$ cat config.mk
export PLATFORM = sky130hd
export DESIGN_NAME = hsbc_ctrl
export DESIGN_NICKNAME = d
export VERILOG_FILES = /design/src/rtl/core/hsbc_pkg.sv /design/src/rtl/core/hsbc_ctrl.sv
export SDC_FILE = /design/constraint.sdc
export NUM_CORES = 1
export LEC_CHECK = 0
export BUFFER_PORTS_ARGS = -buffer_cell sky130_fd_sc_hd__buf_2
export CORE_MARGIN = 1.5
export CORE_UTILIZATION = 51
export DETAILED_ROUTE_END_ITERATION = 16
export PLACE_DENSITY = 0.81
export REMOVE_ABC_BUFFERS = 1
export SLEW_MARGIN = 20
export SYNTH_ARGS = -nofsm -noshare
export SYNTH_HDL_FRONTEND = slang
export SYNTH_SLANG_ARGS = --single-unit
$ cat constraint.sdc
create_clock -name clk -period 3.6 [get_ports clk]
set_clock_uncertainty 0.2 [all_clocks]
set_input_delay 0.36 -clock clk [delete_from_list [all_inputs] [get_ports clk]]
set_output_delay 0.36 -clock clk [all_outputs]
set_load 0.005 [all_outputs]
$ cat src/rtl/core/hsbc_pkg.sv
// Package for the heap sort by count block: sizes, pair type, controller/datapath links.
package hsbc_pkg;

    localparam int MAX_ENTRIES = 64;
    localparam int ID_W        = 32;
    localparam int KEY_W       = 20;
    localparam int PAIR_W      = ID_W + KEY_W;
    localparam int IDX_W       = $clog2(MAX_ENTRIES);
    localparam int CNT_W       = $clog2(MAX_ENTRIES + 1);
    localparam int EXT_W       = IDX_W + 2;

    localparam logic [CNT_W-1:0] MAX_CNT = CNT_W'(MAX_ENTRIES);

    typedef struct packed {
        logic [ID_W-1:0]  id;
        logic [KEY_W-1:0] count;
    } pair_t;

    typedef struct packed {
        logic in_ready;
        logic out_valid;
        logic load;
        logic init_build;
        logic init_extract;
        logic extract;
        logic fetch;
        logic take;
        logic sift_rd;
        logic sift_cmp;
        logic out_rd;
        logic out_ld;
        logic out_next;
        logic clear_set;
    } cmd_t;

    typedef struct packed {
        logic n_small;
        logic k_zero;
        logic sift_done;
        logic out_last;
    } status_t;

endpackage

$ cat src/rtl/core/hsbc_ctrl.sv
// Controller: load, heap build, extract and emit sequencing.
module hsbc_ctrl (
    input  logic              clk,
    input  logic              rst_n,
    input  logic              in_valid,
    input  logic              in_last,
    input  logic              out_ready,
    input  hsbc_pkg::status_t status,
    output hsbc_pkg::cmd_t    cmd
);
    import hsbc_pkg::*;

    typedef enum logic [8:0] {
        ST_IDLE     = 9'b000000001,
        ST_START    = 9'b000000010,
        ST_FETCH    = 9'b000000100,
        ST_TAKE     = 9'b000001000,
        ST_SIFT_RD  = 9'b000010000,
        ST_SIFT_CMP = 9'b000100000,
        ST_OUT_RD   = 9'b001000000,
        ST_OUT_LD   = 9'b010000000,
        ST_OUT_WAIT = 9'b100000000
    } state_t;

    state_t state_reg, state_next;
    logic   extract_reg, extract_next;

    always_comb
    begin
        state_next   = state_reg;
        extract_next = extract_reg;
        cmd          = '0;
        cmd.extract  = extract_reg;
        unique case (state_reg)
            ST_IDLE:
            begin
                cmd.in_ready = 1'b1;
                cmd.load     = in_valid;
                if (in_valid && in_last)
                begin
                    state_next = ST_START;
                end
            end
            ST_START:
            begin
                if (status.n_small)
                begin
                    state_next = ST_OUT_RD;
                end
                else
                begin
                    cmd.init_build = 1'b1;
                    extract_next   = 1'b0;
                    state_next     = ST_FETCH;
                end
            end
            ST_FETCH:
            begin
                cmd.fetch  = 1'b1;
                state_next = ST_TAKE;
            end
            ST_TAKE:
            begin
                cmd.take   = 1'b1;
                state_next = ST_SIFT_RD;
            end
            ST_SIFT_RD:
            begin
                cmd.sift_rd = 1'b1;
                state_next  = ST_SIFT_CMP;
            end
            ST_SIFT_CMP:
            begin
                cmd.sift_cmp = 1'b1;
                priority if (!status.sift_done)
                begin
                    state_next = ST_SIFT_RD;
                end
                else if (!status.k_zero)
                begin
                    state_next = ST_FETCH;
                end
                else if (!extract_reg)
                begin
                    // heap built: start pulling roots off the end
                    cmd.init_extract = 1'b1;
                    extract_next     = 1'b1;
                    state_next       = ST_FETCH;
                end
                else
                begin
                    state_next = ST_OUT_RD;
                end
            end
            ST_OUT_RD:
            begin
                cmd.out_rd = 1'b1;
                state_next = ST_OUT_LD;
            end
            ST_OUT_LD:
            begin
                cmd.out_ld = 1'b1;
                state_next = ST_OUT_WAIT;
            end
            ST_OUT_WAIT:
            begin
                cmd.out_valid = 1'b1;
                if (out_ready)
                begin
                    if (status.out_last)
                    begin
                        cmd.clear_set = 1'b1;
                        state_next    = ST_IDLE;
                    end
                    else
                    begin
                        cmd.out_next = 1'b1;
                        state_next   = ST_OUT_RD;
                    end
                end
            end
            default:
            begin
                state_next = ST_IDLE;
            end
        endcase
    end

    always_ff @(posedge clk or negedge rst_n)
    begin
        if (!rst_n)
        begin
            state_reg   <= ST_IDLE;
            extract_reg <= 1'b0;
        end
        else
        begin
            state_reg   <= state_next;
            extract_reg <= extract_next;
        end
    end

    a_last_starts_sort: assert property (@(posedge clk) disable iff (!rst_n)
        (state_reg == ST_IDLE && in_valid && in_last) |=> (state_reg == ST_START))
        else $error("last transaction did not start the sort");

    a_extract_entry: assert property (@(posedge clk) disable iff (!rst_n)
        $rose(extract_reg) |-> ($past(state_reg) == ST_SIFT_CMP && $past(status.k_zero)))
        else $error("extract phase entered before heap build finished");

endmodule

* Yosys cells after proc, flatten, opt, wreduce, memory -nomap -nowiden *
Index checks and enable logic that the tools add are counted.

word-level totals
  register bits = 10
  input bits = 9
  output and inout bits = 14
  word-level logic and storage cells = 51

cells by class
  equality and inequality tests = 14
  multiplexer cells = 31
  reductions and logical operators = 4

operators by type and width
  cell                                           count
  case mux 9 bit (9 select lines)                1
  two-way mux 9 bit                              4
  two-way mux 7 bit                              3
  two-way mux 1 bit                              20
  inequality test 2 bit, second input constant   5
  == test 9 x 1 -> 1 bit, second input constant  1
  == test 9 x 2 -> 1 bit, second input constant  1
  == test 9 x 3 -> 1 bit, second input constant  1
  == test 9 x 4 -> 1 bit, second input constant  1
  == test 9 x 5 -> 1 bit, second input constant  1
  == test 9 x 6 -> 1 bit, second input constant  1
  == test 9 x 7 -> 1 bit, second input constant  1
  == test 9 x 8 -> 1 bit, second input constant  1
  == test 9 bit, second input constant           1
  two-way mux 2 bit                              2
  AND reduction 4 bit                            1
  case mux 1 bit (2 select lines)                1
  AND reduction 2 bit                            1
  nonzero test 2 bit                             1
  logical AND 1 bit                              1

* Depth between registers and ports, before layout *
  depth after elaboration = 4
  mapped depth = 6
  gate-level depth less buffers = 5

* Least setup slack after synthesis *
OpenSTA, ideal clock, no wires.

  path type = register to output
  start point = register state_reg[5]
  end point = output port cmd[11] (netlist bit)
  data arrival time = 1.369 ns
  required time = 3.040 ns
  slack = 1.671 ns
  stages on the path, launching flop included = 6
  path buffers = 1
  path through = dfrtp_1 buf_6 nor4_4 and2_4 and4bb_4 and2_1

RTL lines
  item                      line              RTL
  start: declaration        hsbc_ctrl.sv:25   state_t state_reg, state_next;
  start signal: assignment  hsbc_ctrl.sv:138  state_reg <= state_next;
  end: declaration          hsbc_ctrl.sv:9    output hsbc_pkg::cmd_t cmd

==> impl_metrics.csv <==
group,metric,value,unit
outcome,outcome,"finished clean",
pwr,power.density,520.1,mW/mm^2
synthesis,synthArstFlopShare,100.0,%
setup_path,crit_chain,"nor4_4 -> and2_4 -> and4bb_4 -> and2_1 -> buf_2",
sta,clock.fmax,425.2,MHz
hold_path,min_path_cells,2,
pwr,vdd_drop_max,345.8,uV
setup_path,cp.required,3.04,ns
final_layout,final_cell_mix,"buf_2 (22), dfrtp_1 (9), nor2_1 (7), nand2_1 (5), inv_1 (5)",
setup_path,end_kind,"output port",
clock_tree,htreeDepth,1,
routing,top_layer,"met3",
synthesis,yosysUniqueCellTypes,36,
synthesis,synth-edff-count,0,
routing,drt_iter0_drc,14,
hold_path,worstHoldStart,"status[1]",
die,rows,12,
synthesis,yosys_warnings,0,
clock_tree,post_cts_resized,0,
place,gp_congestion,0.7479,
clock_tree,clk_pin_slew,0.06,ns
routing,drc,0,
pwr,p_leak,0.0004263,uW
clock_tree,cts.sinks,10,
synthesis,avgSynthCellArea,9.297,um^2
synthesis,synth.yosys.seq_area_share,37.57,%
setup_path,reg2reg_to,"state_reg[6]$_DFFE_PN0P_",
final_layout,n_antenna_cell,0,
final_layout,layout_commonest_cell,"buf_2",
global_route,antenna_found_initial,0,
synthesis,synth_ff_type,"dfrtp_1",
die,pin_count,23,
setup_path,r2r_slack,1.67,ns
sta,setup_violations,0,
global_route,grt_usage,21.24,%
sta,relSlewSlack,75.01,%
synthesis,synth_top_area_share,33.64,%
clock_tree,tritoncts,"yes",
sta,finalMaxSlewViolations,0,
synthesis,synthesis.area,669.4,um^2
place,dp.cells,105,
routing,vias_per_cell,5.818,
routing,wirelength,1337,um
die,start_util,57.16,%
sta,worst_pin_slew,0.3654,ns
sta,hold_viol_final,0,
final_layout,synthToLayoutAreaGrowth,20.56,%
hold_path,min_to,"state_reg[4]$_DFFE_PN0P_",
global_route,grt_overflow,0,
routing,drtAntennaViolNets,0,
die,die_x,39.23,um
global_route,grt_pass1_vias,534,
global_route,grt_max_degree,11,
setup_path,critPathMaxFanout,8,
sta,post-route-min-period,2.352,ns
synthesis,yosys-top-cells-area,"dfrtp_1 (34%), dfstp_2 (3.9%), nor2_1 (3.9%)",
clock_tree,clockRootBuffer,"clkbuf_4",
die,floorplan.die_area,0.001539,mm^2
clock_tree,cts-buffers-inserted,3,
clock_tree,postCtsSetupBuffers,0,
setup_path,critPathTopFamily,"simple AND/OR/NAND/NOR gates",
die,die_height,39.23,um
final_layout,largest_register_ff_count,9,
synthesis,ys_ff_latch,10,
setup_path,slowest_delay,0.48,ns
setup_path,critPathSlowestCell,"dfrtp_1",
synthesis,synth_largest_area_cell,"dfrtp_1",
clock_tree,clockBufferDepth,2,
final_layout,final_cells,110,
setup_path,crit_path_start_kind,"flop",
setup_path,rr_worst_depth,4,
routing,vias,640,
routing,route.met2.wl,596,um
job,max_cap_violations,0,
hold_path,hold_path_class,"in -> reg",
global_route,grt_first_pass_wirelength,2297,um
setup_path,cp_num_buf_inv,1,
sta,finalSetupTns,0,ns
setup_path,arrival,1.79,ns
synthesis,netlist_instances,72,
routing,met1_length,665,um
setup_path,r2r-start,"state_reg[2]$_DFFE_PN0P_",
clock_tree,clock_latency,0.25,ns
routing,wl_per_cell,12.15,um
setup_path,path_class,"reg -> out",
sta,min_period_over_period,65.33,%
place,place_hpwl,1092,um
final_layout,layout-drive-gt1-share,35.42,%
sta,rsz0062_at_grt,"false",
routing,wl_met3,75,um
routing,drtPass1Iterations,4,
place,port_buffers,22,
final_layout,final_net_count,106,
die,fp.coreArea,0.001171,mm^2
through the flow:
step	util [%]	total power (uW)	area [um^2]	hold WS [ns]	setup slack [ns]
floorplan	-	290.1	643.1	-0.1356	1.676
global placement	65.81	338.9	770.7	0.02644	1.543
detailed placement	65.81	343.0	770.7	0.02638	1.520
CTS	68.91	421.5	807.0	0.1086	1.241
global route	68.91	448.3	807.0	0.1215	1.164
finish	68.91	419.8	807.0	0.1141	1.248
final cells by class:
type | count | area, um^2
Multi-Input combinational cell | 54 | 372.9
Inverter | 5 | 18.77
Clock buffer | 4 | 26.28
Timing Repair Buffer | 23 | 120.1
Tap cell | 14 | 17.52
Fill cell | 87 | 364.1
Sequential cell | 10 | 251.5
per-layer routing:
| metal | GRT usage [%] | vias to the layer above |
|---|---|---|
| li1 | - | 313 |
| met2 | 37.50 | 24 |
| met1 | 29.82 | 303 |
| met5 | 0 | - |
| met3 | 1.734 | 0 |
| met4 | 0 | 0 |
report_power, final:
part	internal, uW	total (uW)	switching, uW	leakage (uW)
logic	88.7	174	85.0	0.000277
clock network	42.6	76.4	33.7	0.0000150
registers	136	170	33.5	0.000135
kinds of logic (layout without fill, tap and decap cells):
logic type             Yosys count  after routing  share of synthesized area, %
XOR/XNOR                         1              1                         1.309
flip-flops                      10             10                         37.57
AND/OR/NAND/NOR                 39             39                         38.51
AO/OA/AOI/OAI                   14             14                         15.89
buffers and inverters            8             32                         6.728
worst max-delay path by stage:
| stage | depth (start not counted) | startpoint | slack (ns) | end |
|---|---|---|---|---|
| after global placement | 5 | state_reg[5]$_DFFE_PN0P_ | 1.54 | cmd[11] |
| after global routing | 5 | state_reg[5]$_DFFE_PN0P_ | 1.16 | cmd[11] |
| final | 5 | state_reg[5]$_DFFE_PN0P_ | 1.25 | cmd[11] |
| after detailed placement | 5 | state_reg[5]$_DFFE_PN0P_ | 1.52 | cmd[11] |
| after CTS | 5 | state_reg[5]$_DFFE_PN0P_ | 1.24 | cmd[11] |
| after floorplan | 4 | state_reg[5]$_DFFE_PN0P_ | 1.68 | cmd[11] |
cell usage after synthesis (all sizes together), types with 3 or more instances:
master  count
inv         5
nand2       5
dfrtp       9
o21ai       3
buf         3
nor4        5
nor2        7
nor3        3
and3        4
nand3       3
worst register-to-register path: stages (launching register included):
cell,delay (ns)
dfrtp_1,0.45
nor3_4,0.32
nand4_2,0.20
or3_1,0.42
a221oi_2,0.26
repair_timing:
action                                  CTS  global route
endpoints found under the hold margin    10             0
endpoints found under the setup margin    0             0
hold buffers                              1             0
No activity file was read; power rests on OpenSTA's default activity.
